<file path="src/cgn_pkg.sv">
package cgn_pkg;

  // Frame geometry limits
  localparam int MAX_ROWS  = 1024;
  localparam int MAX_COLS  = 1024;
  localparam int ROW_W     = $clog2(MAX_ROWS);
  localparam int COL_W     = $clog2(MAX_COLS);
  localparam int ROW_CNT_W = $clog2(MAX_ROWS + 1);
  localparam int COL_CNT_W = $clog2(MAX_COLS + 1);

  // Field and datapath widths
  localparam int CFG_W     = 11;
  localparam int CFG_IDX_W = 1;
  localparam int PIX_W     = 16;
  localparam int VAL_W     = PIX_W + 1;
  localparam int DIFF_W    = VAL_W + 3;
  localparam int MAG_W     = DIFF_W - 1;
  localparam int SUM_W     = 28;

  // Register indexes
  localparam logic [CFG_IDX_W-1:0] CFG_ACTIVE_ROWS = 1'b0;
  localparam logic [CFG_IDX_W-1:0] CFG_ACTIVE_COLS = 1'b1;

  localparam logic [CFG_W-1:0] CFG_COUNT_RESET = CFG_W'(1024);

  typedef logic [SUM_W-1:0] sum_t;
  typedef logic signed [VAL_W-1:0] pix_val_t;

  // Per-pixel control that travels down the pipe
  typedef struct packed {
    logic use_pix;
    logic last_row;
    logic last_col;
  } pix_ctl_t;

  // Gradient stage contents
  typedef struct packed {
    logic              valid;
    pix_ctl_t          ctl;
    logic [MAG_W-1:0]  mag;
  } grad_t;

  // Clamp a count register to [1, hi]
  function automatic int clamp_count(input logic [CFG_W-1:0] value, input int hi);
    int v;
    v = int'(value);
    if (v < 1) return 1;
    if (v > hi) return hi;
    return v;
  endfunction

endpackage

</file>
<file path="src/cgn_grad.sv">
module cgn_grad (
  input  logic                 clk,
  input  logic                 rst,
  input  logic                 a_valid,
  input  cgn_pkg::pix_ctl_t    a_ctl,
  input  cgn_pkg::pix_val_t    a_pix,
  input  cgn_pkg::pix_val_t    stored_cur,
  input  cgn_pkg::pix_val_t    stored_next,
  input  logic                 b_ready,
  output cgn_pkg::grad_t       b
);

  logic signed [cgn_pkg::DIFF_W-1:0] diff;
  logic        [cgn_pkg::DIFF_W-1:0] diff_abs;
  logic                              advance;

  // Form 2*centre - below - right
  assign diff = (cgn_pkg::DIFF_W'(stored_cur) <<< 1)
              - cgn_pkg::DIFF_W'(stored_next)
              - cgn_pkg::DIFF_W'(a_pix);
  assign diff_abs = diff[cgn_pkg::DIFF_W-1] ? cgn_pkg::DIFF_W'(-diff) : diff;

  assign advance = a_valid && b_ready;

  // Hold or advance the gradient stage
  always_ff @(posedge clk) begin
    if (rst) begin
      b.valid <= 1'b0;
    end else if (advance) begin
      b.valid <= 1'b1;
    end else if (b_ready) begin
      b.valid <= 1'b0;
    end
    if (advance) begin
      b.ctl <= a_ctl;
      b.mag <= diff_abs[cgn_pkg::MAG_W-1:0];
    end
  end

endmodule

</file>
<file path="config.mk">
export PLATFORM = sky130hd
export DESIGN_NAME = cgn_grad
export DESIGN_NICKNAME = d
export VERILOG_FILES = /design/src/cgn_pkg.sv /design/src/cgn_grad.sv
export SDC_FILE = /design/constraint.sdc
export NUM_CORES = 1
export LEC_CHECK = 0
export ABC_AREA = 1
export BUFFER_PORTS_ARGS = -buffer_cell sky130_fd_sc_hd__buf_4
export CORE_AREA = 2 2 117 62
export DETAILED_ROUTE_END_ITERATION = 16
export DIE_AREA = 0 0 119 64
export PLACE_DENSITY = 0.72
export SLEW_MARGIN = 5
export SYNTH_ARGS = -nofsm -noshare
export SYNTH_HDL_FRONTEND = slang
export SYNTH_SLANG_ARGS = --single-unit
</file>
<file path="constraint.sdc">
create_clock -name clk -period 3.43 [get_ports clk]
set_input_delay 0.343 -clock clk [delete_from_list [all_inputs] [get_ports clk]]
set_output_delay 0.343 -clock clk [all_outputs]
set_load 0.01 [all_outputs]
</file>
==> results.toml, run 1 <==
[outcome]
outcome = "completed"

[synth]
syn_area_per_cell_um2 = 6.78
synth_top_cell_area_share_pct = 21.7
yosysMostFrequentCell = "nand2_1"
synth-edff-count = 22
yosys-top-cells-count = "nand2_1, inv_1, nand3_1"
async_reset_ff_share_pct = 0
synthCells = 448
synth_area_mm2 = 0.00304
synth_fp_nets = 546
synth-seq-area-share_pct = 22.4
yosys-top-cells-area = "edfxtp_1, nand2_1, inv_1"
yosys_warnings = 0
synth.largest_area_cell = "edfxtp_1"
ys_seq_elements = 23
synth_top_flop_cell = "edfxtp_1"
synth.distinct_cells = 26

[pwr]
pwr-share-clk_pct = 13.1
p_comb_share_pct = 62.9
power_per_cell_area_mw_per_mm2 = 487
ir_drop_uv = 208
intPower_uw = 1050
swShare_pct = 43.8
switchingPower_uw = 816
seqPwrFrac_pct = 24.0
power_leakage_uw = 0.00218

[timing]
finalCritPeriodShare_pct = 86.3
hold_viol_final = 0
tightest_slew_ns = 0.789
tns_ns = 0
maxSlewHeadroom_pct = 47.3
finalSetupViolations = 0
finClkSkew_ns = 0
layout_min_cycle_time_ns = 2.96
finalMaxSlewViolations = 0
fmax_mhz = 338
rsz0062_at_grt = "false"

[critical_path]
critPathKind = "in2reg"
cp_top_family = "simple AND/OR/NAND/NOR gates"
cp-end-kind = "flip-flop"
start_kind = "input port"
path_cells = "buf_4 -> inv_1 -> ha_1 -> inv_1 -> ha_1 -> inv_1 -> nand2_1 -> fa_1 -> nand3_1 -> nand2_1 -> nand2_1 -> nand2_1 -> xnor2_1 -> nand4_1 -> inv_1 -> nand3_1 -> nand2_1 -> nand2_1 -> nand2_1 -> inv_1"
critPathArrivalTime_ns = 2.98
path_common_cell = "nand2_1"
critPathMaxStageDelay_ns = 0.49
cp.buffers_inverters = 6
worstPathRequired_ns = 3.45
worstPathMaxFanout = 5
cp_slowest_cell = "fa_1"

[cts]
cts_resized = 0
cts_tree = "done"
post_cts_buffers = 0
cts.sinks = 23
clkTransAtPathRegs_ns = 0.06
htreeDepth = 1
root_buffer = "clkbuf_16"
holdBufCountCts = 0
cts_max_path_buffers = 2
insertion_delay_ns = 0.25
numCtsBuffers = 3

[final_layout]
n_antenna_cell = 0
layout.area.seq_um2 = 681
top_regs = "b x23"
drive_gt1_share_pct = 20.0
fill_cells = 655
stdcell_count = 623
regMostFlops = "b"
multi_input_area_mm2 = 0.00192
nNetsFinal = 630
largest_reg_flops = 23
area_growth_pct = 25.9

[die]
dieArea_mm2 = 0.00762
die_w_um = 119
io_pins = 81
coreArea_mm2 = 0.00654
row_count = 21
fp.dieH_um = 64
initial_core_util_pct = 46.5

[route]
wl_per_cell_um = 10.4
final_antenna_net_count = 0
vias_per_cell = 4.57
drc = 0
drt_iter0_drc = 274
via_count = 2844
routed_wirelength_um = 6460
dr.pass1.iters = 4

[hold_path]
min_path_type = "in2reg"

[run]
maxCapViolCount = 0

[grt]
grt_usage_pct = 17.4
antenna_found_initial = 0
grt_pass1_vias = 2461
grt_start_max_net_pins = 23
gr-total-overflow = 0
grt_pass1_wl_um = 10900

[place]
hpwlAfterDp_um = 5660
gp_congestion = 0.912
port_buffers = 80
dpl.cell_count = 619
[area by class of cell]
| class | count | area share [%] |
|---|---|---|
| Multi-Input combinational cell | 310 | 50.1 |
| Clock inverter | 1 | 0.131 |
| Tap cell | 92 | 3.01 |
| Sequential cell | 23 | 17.8 |
| Clock buffer | 3 | 1.96 |
| Inverter | 113 | 11.1 |
| Timing Repair Buffer | 81 | 15.9 |
[worst reg2reg max path: stages, from the launching register on]
cell     delay (ns)
dfxtp_1        0.32
nand2_1        0.05
a21oi_1        0.10
[per-stage QoR]
step	power (uW)	area (um2)	util, %	hold slack, ns	worst slack, ns
floorplan	1290	3040	-	0.412	0.603
global placement	1600	3750	57.3	0.445	0.334
detailed placement	1620	3750	57.3	0.448	0.217
CTS	1860	3830	58.5	0.232	0.479
global route	2050	3830	58.5	0.242	0.194
finish	1860	3830	58.5	0.236	0.469
[placed cells by master, fill, tap and decap left out]
cell | Yosys | layout
o21bai_1 | 1 | 1
clkinv_2 | 0 | 1
nor2_4 | 1 | 1
inv_1 | 112 | 112
clkbuf_16 | 0 | 3
nor2_1 | 22 | 22
nand4_1 | 11 | 11
xnor2_1 | 5 | 5
a21oi_2 | 2 | 2
nand3b_1 | 5 | 5
nor3_1 | 3 | 3
edfxtp_1 | 22 | 22
nor2_2 | 6 | 6
ha_1 | 23 | 23
nand2_2 | 8 | 8
fa_1 | 17 | 17
o31ai_1 | 1 | 1
a21oi_1 | 12 | 12
nand3_2 | 2 | 2
inv_2 | 1 | 1
buf_4 | 0 | 81
nand3_1 | 28 | 28
xor2_1 | 12 | 12
o21ai_0 | 5 | 5
dfxtp_1 | 1 | 1
nand2_1 | 145 | 145
xor2_2 | 1 | 1
[per-layer routing]
| metal | global-route usage (%) | part of all wire [%] | up-vias | routed length, um |
|---|---|---|---|---|
| li1 | - | - | 1527 | - |
| met5 | 0 | 0 | - | 0 |
| met3 | 1.88 | 8.4 | 4 | 544 |
| met4 | 3.13 | 0.56 | 0 | 36 |
| met2 | 25.6 | 38 | 86 | 2440 |
| met1 | 27.4 | 53 | 1227 | 3440 |
[cells by family after synthesis]
logic type      after synthesis  share of synthesized area (%)
compound gates               21                           3.87
buf+inv                     115                           14.5
flops                        23                           22.4
simple gates                231                           33.1
xor+xnor                     18                           5.43
fa+ha+maj                    40                           20.7
[power by group through the flow]
stage	registers [uW]	logic [uW]	clock network, uW
floorplan	489	804	0
global placement	453	1150	0
detailed placement	455	1160	0
CTS	449	1160	250
global route	454	1330	262
finish	448	1170	245
[final timing paths]
path / from / to / slack [ns] / cells after the start
hold reg to reg: b[22] / b[22] / 0.45 / 2
setup / recovery: a_pix[0] / b[17] / 0.47 / 20
setup reg to reg: b[22] / b[22] / 2.89 / 2
hold / removal: rst / b[22] / 0.24 / 2
(Power assumes the default switching activity.)
==> run 2, diff against run 1 <==
--- a/config.mk
+++ b/config.mk
@@ -7,10 +7,10 @@
 export LEC_CHECK = 0
 export ABC_AREA = 1
 export BUFFER_PORTS_ARGS = -buffer_cell sky130_fd_sc_hd__buf_4
-export CORE_AREA = 2 2 117 62
+export CORE_AREA = 2 2 110 59
 export DETAILED_ROUTE_END_ITERATION = 16
-export DIE_AREA = 0 0 119 64
-export PLACE_DENSITY = 0.72
+export DIE_AREA = 0 0 112 61
+export PLACE_DENSITY = 0.79
 export SLEW_MARGIN = 5
 export SYNTH_ARGS = -nofsm -noshare
 export SYNTH_HDL_FRONTEND = slang
==> results.toml, run 2 (synthesized netlist as in run 1, its figures left out) <==
[grt]
antenna_found_initial = 0
grt_pass1_vias = 2581
grt_pass1_wl_um = 11500
gr-total-overflow = 0
grt_usage_pct = 20.9
grt_start_max_net_pins = 23

[critical_path]
cp-end-kind = "flip-flop"
start_kind = "input port"
r2r_start = "b[22]"
path_cells = "buf_4 -> inv_1 -> ha_1 -> inv_1 -> ha_1 -> inv_1 -> nand2_1 -> fa_1 -> nand3_1 -> nand2_1 -> nand2_1 -> nand2_1 -> xnor2_1 -> nand4_1 -> inv_1 -> nand3_1 -> nand2_1 -> nand2_1 -> nand2_1 -> inv_1"
r2r-end = "b[22]"
worstPathMaxFanout = 5
critPathKind = "in2reg"
cp_slowest_cell = "fa_1"
cp-endpoint = "b[17]"
reg2reg_setup_slack_ns = 2.82
critPathMaxStageDelay_ns = 0.53
startpoint = "a_pix[0]"
ff2ff_path_depth = 2
critPathArrivalTime_ns = 3.16
path_common_cell = "nand2_1"
worstPathRequired_ns = 3.45

[die]
die_w_um = 112
io_pins = 81
fp.dieH_um = 61
dieArea_mm2 = 0.00683
row_count = 20
coreArea_mm2 = 0.00586
initial_core_util_pct = 51.9

[route]
drc = 0
wl_per_cell_um = 11.3
drt_iter0_drc = 173
via_count = 2890
routed_wirelength_um = 6870
vias_per_cell = 4.75
final_antenna_net_count = 0
dr.pass1.iters = 5

[timing]
hold_viol_final = 0
layout_min_cycle_time_ns = 3.14
rsz0062_at_grt = "false"
tightest_slew_ns = 0.846
finalSetupViolations = 0
finalCritPeriodShare_pct = 91.5
fmax_mhz = 319
finClkSkew_ns = 0
maxSlewHeadroom_pct = 43.5
setup_slack_ns = 0.291
finalMaxSlewViolations = 0
tns_ns = 0

[cts]
cts_resized = 0
cts.sinks = 23
numCtsBuffers = 3
cts_tree = "done"
holdBufCountCts = 0
cts_max_path_buffers = 2
clkTransAtPathRegs_ns = 0.06
post_cts_buffers = 0
htreeDepth = 1
root_buffer = "clkbuf_16"
insertion_delay_ns = 0.25

[final_layout]
drive_gt1_share_pct = 20.1
most-common-layout-cells = "nand2_1, inv_1, buf_4"
largest_reg_flops = 23
layout.area.seq_um2 = 681
multi_input_area_mm2 = 0.00192
fin_area_mm2 = 0.00381
area_growth_pct = 25.5
top_regs = "b x23"
regMostFlops = "b"
fill_cells = 539
nNetsFinal = 631
layout_commonest_cell = "nand2_1"
n_antenna_cell = 0

[place]
hpwlAfterDp_um = 5970
post-place-ws_ns = 0.0350
port_buffers = 80
gp_congestion = 0.869
place_area_mm2 = 0.00373

[outcome]
outcome = "completed"

[pwr]
ir_drop_uv = 279
total_power_uw = 1880
power_leakage_uw = 0.00219
power_per_cell_area_mw_per_mm2 = 493

[hold_path]
min_path_type = "in2reg"

[run]
maxCapViolCount = 0
==> run 2: metal layers <==
layer	vias up	global-route usage, %	wire length, um	part of all wire [%]
li1	1528	-	-	-
met1	1259	30.0	3340	49
met2	99	34.7	2930	43
met3	4	4.80	582	8.5
met4	0	1.39	17	0.25
met5	-	0	0	0
==> run 2: area by class of cell <==
| cell class | instances | area share, % |
|---|---|---|
| Sequential cell | 23 | 17.8 |
| Clock inverter | 1 | 0.131 |
| Multi-Input combinational cell | 310 | 50.3 |
| Clock buffer | 3 | 1.97 |
| Tap cell | 77 | 2.53 |
| Inverter | 113 | 11.1 |
| Timing Repair Buffer | 82 | 16.1 |
==> run 2: worst max-delay path, delay by kind of cell <==
kind / cells / cell delay [ns]
XOR/XNOR: 1 / 0.38
adder cells (fa/ha/maj): 3 / 0.98
AND/OR/NAND/NOR: 10 / 1.06
buffers and inverters: 6 / 0.38
==> run 2: report_power, final <==
group	internal [uW]	switching [uW]	total, uW
clock network	157	95.5	252
registers	432	18.6	450
logic	469	708	1180
total	1060	822	1880
==> run 2: worst min path at each step <==
| stage | from | endpoint | depth (start not counted) |
|---|---|---|---|
| after global placement | b[22] | b[22] | 2 |
| after detailed placement | b[22] | b[22] | 2 |
| after floorplan | rst | b[22] | 1 |
| after global routing | rst | b[22] | 2 |
| after CTS | rst | b[22] | 2 |
| final | rst | b[22] | 2 |
==> run 2: metrics by stage <==
stage / hold WS (ns) / util [%] / cells
after floorplan: 0.412 / - / 448
after global placement: 0.441 / 63.8 / 605
after detailed placement: 0.486 / 63.8 / 605
after CTS: 0.248 / 65.1 / 609
after global routing: 0.258 / 65.1 / 609
final: 0.245 / 65.1 / 609
