--- src/cgn_pkg.sv ---
package cgn_pkg;

  // Frame geometry limits
  localparam int MAX_ROWS  = 1024;
  localparam int MAX_COLS  = 1024;
  localparam int ROW_W     = $clog2(MAX_ROWS);
  localparam int COL_W     = $clog2(MAX_COLS);
  localparam int ROW_CNT_W = $clog2(MAX_ROWS + 1);
  localparam int COL_CNT_W = $clog2(MAX_COLS + 1);

  // Field and datapath widths
  localparam int CFG_W     = 11;
  localparam int CFG_IDX_W = 1;
  localparam int PIX_W     = 16;
  localparam int VAL_W     = PIX_W + 1;
  localparam int DIFF_W    = VAL_W + 3;
  localparam int MAG_W     = DIFF_W - 1;
  localparam int SUM_W     = 28;

  // Register indexes
  localparam logic [CFG_IDX_W-1:0] CFG_ACTIVE_ROWS = 1'b0;
  localparam logic [CFG_IDX_W-1:0] CFG_ACTIVE_COLS = 1'b1;

  localparam logic [CFG_W-1:0] CFG_COUNT_RESET = CFG_W'(1024);

  typedef logic [SUM_W-1:0] sum_t;
  typedef logic signed [VAL_W-1:0] pix_val_t;

  // Per-pixel control that travels down the pipe
  typedef struct packed {
    logic use_pix;
    logic last_row;
    logic last_col;
  } pix_ctl_t;

  // Gradient stage contents
  typedef struct packed {
    logic              valid;
    pix_ctl_t          ctl;
    logic [MAG_W-1:0]  mag;
  } grad_t;

  // Clamp a count register to [1, hi]
  function automatic int clamp_count(input logic [CFG_W-1:0] value, input int hi);
    int v;
    v = int'(value);
    if (v < 1) return 1;
    if (v > hi) return hi;
    return v;
  endfunction

endpackage

--- src/cgn_accum.sv ---
module cgn_accum (
  input  logic                        clk,
  input  logic                        rst,
  input  cgn_pkg::grad_t              b,
  input  logic                        result_stall,
  output logic                        b_ready,
  output logic                        result_valid,
  output logic [cgn_pkg::SUM_W-1:0]   norm_times_two
);

  cgn_pkg::sum_t              column_sum;
  cgn_pkg::sum_t              best_sum;
  logic [cgn_pkg::SUM_W:0]    sum_add;
  cgn_pkg::sum_t              sum_sat;
  cgn_pkg::sum_t              sum_now;
  cgn_pkg::sum_t              best_now;
  logic                       b_result;
  logic                       out_free;
  logic                       b_move;

  // Saturating column accumulate and running maximum
  assign sum_add  = {1'b0, column_sum} + (cgn_pkg::SUM_W + 1)'(b.mag);
  assign sum_sat  = sum_add[cgn_pkg::SUM_W] ? '1 : sum_add[cgn_pkg::SUM_W-1:0];
  assign sum_now  = b.ctl.use_pix ? sum_sat : column_sum;
  assign best_now = (sum_now > best_sum) ? sum_now : best_sum;

  // Only a frame-closing item waits for the result register
  assign b_result = b.ctl.last_row && b.ctl.last_col;
  assign out_free = !result_valid || !result_stall;
  assign b_move   = b.valid && (!b_result || out_free);
  assign b_ready  = !b.valid || b_move;

  always_ff @(posedge clk) begin
    if (rst) begin
      column_sum   <= '0;
      best_sum     <= '0;
      result_valid <= 1'b0;
    end else begin
      if (result_valid && !result_stall) begin
        result_valid <= 1'b0;
      end
      if (b_move) begin
        if (b.ctl.last_row) begin
          column_sum <= '0;
          if (b.ctl.last_col) begin
            best_sum       <= '0;
            norm_times_two <= best_now;
            result_valid   <= 1'b1;
          end else begin
            best_sum <= best_now;
          end
        end else begin
          column_sum <= sum_now;
        end
      end
    end
  end

`ifndef SYNTHESIS
  a_hold_final_item: assert property (@(posedge clk) disable iff (rst)
    (b.valid && b_result && result_valid && result_stall) |-> !b_ready)
    else $error("frame result would overwrite a waiting result");

  a_column_restart: assert property (@(posedge clk) disable iff (rst)
    (b_move && b.ctl.last_row) |=> (column_sum == '0))
    else $error("column sum not cleared at column end");

  a_frame_close: assert property (@(posedge clk) disable iff (rst)
    (b_move && b_result) |=> (result_valid && best_sum == '0))
    else $error("frame end did not present a result and clear the maximum");
`endif

endmodule

--- config.mk ---
export PLATFORM = sky130hd
export DESIGN_NAME = cgn_accum
export DESIGN_NICKNAME = d
export VERILOG_FILES = /design/src/cgn_pkg.sv /design/src/cgn_accum.sv
export SDC_FILE = /design/constraint.sdc
export NUM_CORES = 1
export LEC_CHECK = 0
export BUFFER_PORTS_ARGS = -buffer_cell sky130_fd_sc_hd__buf_2
export CAP_MARGIN = 25
export CORE_MARGIN = 1.5
export CORE_UTILIZATION = 60
export DETAILED_ROUTE_END_ITERATION = 6
export PLACE_DENSITY = 0.81
export SYNTH_ARGS = -nofsm -noshare
export SYNTH_HDL_FRONTEND = slang
export SYNTH_SLANG_ARGS = --single-unit
--- constraint.sdc ---
create_clock -name clk -period 14.2 [get_ports clk]
set_input_delay 2.13 -clock clk [delete_from_list [all_inputs] [get_ports clk]]
set_output_delay 2.13 -clock clk [all_outputs]
set_load 0.02 [all_outputs]
==> results of run 1 <==
area by class of cell:
type	instances	share of cell area [%]
inverters	43	2.71
clock buffers	10	2.14
well taps	108	2.27
flip-flops and latches	85	33.3
multi-input cells	464	53.8
clock inverters	6	0.651
repair buffers	59	5.13
final timing paths:
check | to | slack [ps] | depth (start not counted)
max | norm_times_two[27]$_DFFE_PP_ | 7400 | 20
min | best_sum[13]$_SDFFE_PP0P_ | 480 | 2
max reg2reg | norm_times_two[27]$_DFFE_PP_ | 8920 | 19
min reg2reg | best_sum[13]$_SDFFE_PP0P_ | 480 | 2
metal layers:
metal  track usage, %  vias up  routed length, um
li1                 -     2335                  -
met1             39.2     2248               5920
met2             44.8      182               6090
met3             4.37       26                930
met4             8.56        0                289
met5                0        -                  0
metrics by stage:
step	util [%]	setup slack (ps)	instance area, um^2	total power [uW]
CTS	68.0	7430	5960	539
detailed placement	66.1	7090	5790	394
global placement	66.1	7190	5790	390
global route	68.0	7100	5960	565
finish	68.0	7400	5960	540
floorplan	-	7940	5460	364
cell usage in the layout, fill, tap and decap left out, drive strengths merged, types with 10 or more instances in the layout:
cell type  Yosys  layout
xor2          10      10
clkbuf        10      10
edfxtp        28      28
o21ai         62      62
buf           13      59
ha            47      47
nand4         13      13
a21o          13      13
mux2          11      11
nor2          36      36
nand3         23      23
dfxtp         57      57
xnor2         11      11
nand2         78      78
a21oi         46      46
inv           43      44
a22o          20      20
flip-flops by register name (all words and copies together), names as in the netlist:
register,cells
best_sum,28
norm_times_two,28
column_sum,28
result_valid,1
power by group through the flow:
stage | Sequential, uW | Clock, uW | Combinational [uW]
CTS | 264 | 150 | 125
global placement | 269 | 0 | 120
floorplan | 271 | 0 | 93.4
finish | 264 | 150 | 126
global route | 265 | 162 | 138
detailed placement | 269 | 0 | 124
worst reg2reg max path, cell delays in order, from the launching register on:
cell and delay (ps):
dfxtp_1 350, ha_1 240, fa_1 430, a211o_1 320, nand4_1 150, a21oi_1 90
a211o_2 340, nand2_2 310, nor2_1 120, nor2_1 240, inv_1 70, ha_1 310
and4_1 200, nand2b_1 80, or3_4 400, a31oi_1 340, o21bai_2 80, buf_4 260
inv_2 300, mux2_2 380
logic make-up after synthesis:
group,count (synthesis),share of synthesized area [%]
adders and majority gates,48,11.1
AOI/OAI and AO/OA,196,24.0
muxes,12,3.07
xor gates and xnor gates,21,3.37
DFF,85,36.3
and+or+nand+nor,187,16.9
buffers and inverters,66,5.21
==> results_dict.tcl, run 1 <==
set metrics [dict create \
    outcome "finished clean" \
    core-area_um2 8760 \
    fin_skew_ps 17.9 \
    dpl.cell_count 759 \
    netSwitchingFraction_pct 31.5 \
    crit_start "b[0]" \
    rsz0062_at_grt "no" \
    timing.critical_path.buf_inv 4 \
    power.density_cell_area_nw_per_um2 90.7 \
    cts.clk_slew.worst_paths_ps 80 \
    timing.critical_path.cells "buf_2, ha_1, fa_1, a211o_1, nand4_1, a21oi_1, a211o_2, nand2_2, nor2_1, nor2_1, inv_1, ha_1, and4_1, nand2b_1, or3_4, a31oi_1, o21bai_2, buf_4, inv_2, mux2_2" \
    area.sequential_um2 1980 \
    cts.repair.resized 0 \
    grt_pass1_wl_um 21700 \
    overflow 0 \
    fillCellCount 707 \
    synth.avg_cell_area_um2 8.87 \
    mappedNetlistArea_um2 5460 \
    total_switching_power_uw 170 \
    timing_worst_setup_path_type "in -> reg" \
    final.min_clock_period_ps 6800 \
    maxClockFrequency_mhz 147 \
    multi_input_gate_area_in_the_final_layout_um2 3210 \
    tightest_slew_ps 844 \
    yosys.cell_types.count 66 \
    fin_setup_tns_ps 0 \
    number_of_cts_inserted_buffers 9 \
    area_of_the_die_um2 9670 \
    dp_hpwl_um 10100 \
    place.gp.congestion 0.928 \
    cts_setup_buffers 0 \
    timing.rr.start "column_sum[0]$_SDFFE_PP0P_" \
    totalWireLength_um 13200 \
    synth_area_leaders "dfxtp_1 (21%), edfxtp_1 (15%), ha_1 (11%)" \
    critical-path-max-stage-delay_ps 430 \
    largest_net_degree_at_the_start_of_global_routing 42 \
    number_of_global_route_vias_before_repair 4545 \
    power.leakage_uw 0.00253 \
    maxSlewViolCount 0 \
    yosysWarningCount 0 \
    clock-root-buffer "clkbuf_8" \
    fp.dieH_um 98.4 \
    timing.critical_path.required_ps 14300 \
    async_reset_ff_share_pct 0 \
    design.final.nets 736 \
    final_report_setup_violation_count 0 \
    hold_crit_start "best_sum[13]$_SDFFE_PP0P_" \
    clk_latency_ps 360 \
    hold_fix_buffer_count_after_cts 0 \
    routed_wire_length_per_instance_um 17.1 \
    seqPwrFrac_pct 48.9 \
    synth_largest_type_area_fraction_pct 20.9 \
    critPathSlowestCell "fa_1" \
    clock_tree.buffer_depth 2 \
    slew_headroom_pct 43.7 \
    worst_setup_path_end_kind "flop" \
    area_growth_pct 9.17 \
    timing_hold_violations_final 0 \
    drive_gt1_share_pct 15.6 \
    io_buffers 55 \
    antenna_found_initial 0 \
    comb_power_share_pct 23.4 \
    ys_seq_elements 85 \
    hold_path.class "reg -> reg" \
    track_usage_pct 28.0 \
    internal_power_uw 370 \
    post-synth-top-area-cell "dfxtp_1" \
    mappedNetlistNets 689 \
    critical_path.max_fanout 38 \
    max-cap-violations 0 \
    critical_path.top_delay_family "simple AND/OR/NAND/NOR gates" \
    chipWidth_um 98.4 \
    fin_worst_hold_slack_ps 483 \
    yosysSeqAreaShare_pct 36.3 \
    synth_top_flop_cell "dfxtp_1" \
    pwr-share-clk_pct 27.8 \
    tritoncts_num_sinks 85 \
    cts-htree-levels 3 \
    drt_pre_antenna_iters 5 \
    number_of_design_rule_violations_left_after_detail_routing 0 \
    drt_iter0_drc 312 \
    synth_cells 615 \
    detailroute.via_count 4791 \
    min_period_over_period_pct 47.9 \
    ant_nets 0 \
    rows 34 \
    num_antenna_cells 0 \
    synth_most_common_cell "nand2_1" \
    initial_core_util_pct 62.3 \
    cp-start-kind "input port" \
    synth-edff-count 28 \
    irDropWorstVdd_mv 0.0471 \
    tritoncts_clock_tree "built" \
    pin_count 56 \
    ys_top_cells_by_count "nand2_1 (76), dfxtp_1 (57), o21ai_0 (55), ha_1 (47), a21oi_1 (45)" \
    worstPathArrival_ps 6890 \
    vias_per_cell 6.18 \
    finish.cell_count_without_fillers 775 \
]
Power figures use the tool's default switching activity.
==> run 2: changes to the inputs <==
- clock period: 14.2 -> 6.8 ns (I/O delays scaled with it)
==> results_dict.tcl, run 2 (synthesized netlist as in run 1, its figures left out) <==
set metrics [dict create \
    outcome "finished clean" \
    chipWidth_um 98.4 \
    timing.critical_path.cells "buf_2, ha_1, fa_1, a211o_1, nand4_1, a21oi_1, a211o_2, nand2_2, nor2_1, nor2_1, inv_1, ha_1, and4_1, nand2b_1, or3_4, nor4_4, o21bai_2, buf_4, or2_1, o21ai_0" \
    number_of_design_rule_violations_left_after_detail_routing 0 \
    drt_iter0_drc 277 \
    timing_hold_violations_final 0 \
    power.density_cell_area_nw_per_um2 199 \
    fin_skew_ps 13.6 \
    tightest_slew_ps 824 \
    layout.cells.most_common_list "nand2_1 (76), dfxtp_1 (57), o21ai_0 (55), buf_2 (55), ha_1 (47)" \
    ant_nets 0 \
    antenna_found_initial 0 \
    fin_setup_tns_ps 0 \
    largest_net_degree_at_the_start_of_global_routing 41 \
    core-area_um2 8760 \
    initial_core_util_pct 62.3 \
    timing.critical_path.buf_inv 3 \
    rsz0062_at_grt "no" \
    cts-htree-levels 3 \
    cp-start-kind "input port" \
    critical_path.top_delay_family "simple AND/OR/NAND/NOR gates" \
    dpl.cell_count 762 \
    worst_setup_path_end_kind "flop" \
    area_growth_pct 10.4 \
    critical-path-max-stage-delay_ps 480 \
    place_area_um2 5810 \
    max-cap-violations 0 \
    tritoncts_num_sinks 85 \
    maxClockFrequency_mhz 175 \
    drive_gt1_share_pct 16.0 \
    cts.clk_slew.worst_paths_ps 80 \
    number_of_cts_inserted_buffers 9 \
    clk_latency_ps 370 \
    vias_per_cell 6.16 \
    timing.critical_path.required_ps 7030 \
    tritoncts_clock_tree "built" \
    finish.cell_count_without_fillers 778 \
    overflow 0 \
    totalWireLength_um 13400 \
    track_usage_pct 28.3 \
    dp_hpwl_um 10300 \
    hold_fix_buffer_count_after_cts 0 \
    maxSlewViolCount 0 \
    final.min_clock_period_ps 5710 \
    rows 34 \
    final_report_setup_violation_count 0 \
    clock-root-buffer "clkbuf_8" \
    clock_tree.buffer_depth 2 \
    hold_path.class "reg -> reg" \
    fp.dieH_um 98.4 \
    final_common_cell "nand2_1" \
    power.leakage_uw 0.00256 \
    pin_count 56 \
    final_area_um2 6020 \
    critPathSlowestCell "or2_1" \
    cts.repair.resized 0 \
    final_worst_setup_slack_ps 1090 \
    design.final.nets 739 \
    largest_regs "best_sum x28, column_sum x28, norm_times_two x28" \
    routed_wire_length_per_instance_um 17.2 \
    cts_setup_buffers 0 \
    slew_headroom_pct 44.9 \
    num_antenna_cells 0 \
    irDropWorstVdd_mv 0.103 \
    grt_pass1_wl_um 21800 \
    drt_pre_antenna_iters 5 \
    detailroute.via_count 4792 \
    min_period_over_period_pct 84.0 \
    area_of_the_die_um2 9670 \
    critical_path.max_fanout 31 \
    worstPathArrival_ps 5940 \
    timing_worst_setup_path_type "in -> reg" \
    place.gp.congestion 0.871 \
    io_buffers 55 \
    number_of_global_route_vias_before_repair 4554 \
    place_ws_ps 793 \
]
## run 2: area by class of cell
class                      count  area [um^2]
clock buffer                  11          153
timing repair buffer          62          328
sequential                    85         1980
tap                          108          135
clock inverter                 5         56.3
multi-input combinational    464         3210
inverter                      43          161
fill                         704         2740
## run 2: report_power, final
group          switching, uW  leakage, uW  internal (uW)  total, uW
sequential              9.49     0.000727            542        552
clock                    186     0.000103            192        377
combinational            167      0.00173            101        267
## run 2: final timing paths
kind,from,depth (start not counted),endpoint,slack (ps)
worst max-delay path,b[0],20,best_sum[13]$_SDFFE_PP0P_,1090
worst min-delay path,best_sum[24]$_SDFFE_PP0P_,1,best_sum[24]$_SDFFE_PP0P_,480
worst max register to register,column_sum[0]$_SDFFE_PP0P_,19,best_sum[13]$_SDFFE_PP0P_,1490
worst min register to register,best_sum[24]$_SDFFE_PP0P_,1,best_sum[24]$_SDFFE_PP0P_,480
## run 2: metrics by stage
step	hold WS, ps	util (%)	total power [uW]
after floorplan	442	-	760
after global placement	455	66.3	816
after detailed placement	458	66.3	825
after CTS	478	68.7	1190
after global routing	506	68.7	1250
final	478	68.7	1200
## run 2: metal layers
| metal | global-route usage, % | up-vias | part of all wire [%] |
|---|---|---|---|
| met5 | 0 | - | 0 |
| met4 | 11.7 | 0 | 2.6 |
| met3 | 3.65 | 29 | 5.5 |
| met2 | 46.3 | 173 | 47 |
| met1 | 37.9 | 2260 | 45 |
| li1 | - | 2330 | - |
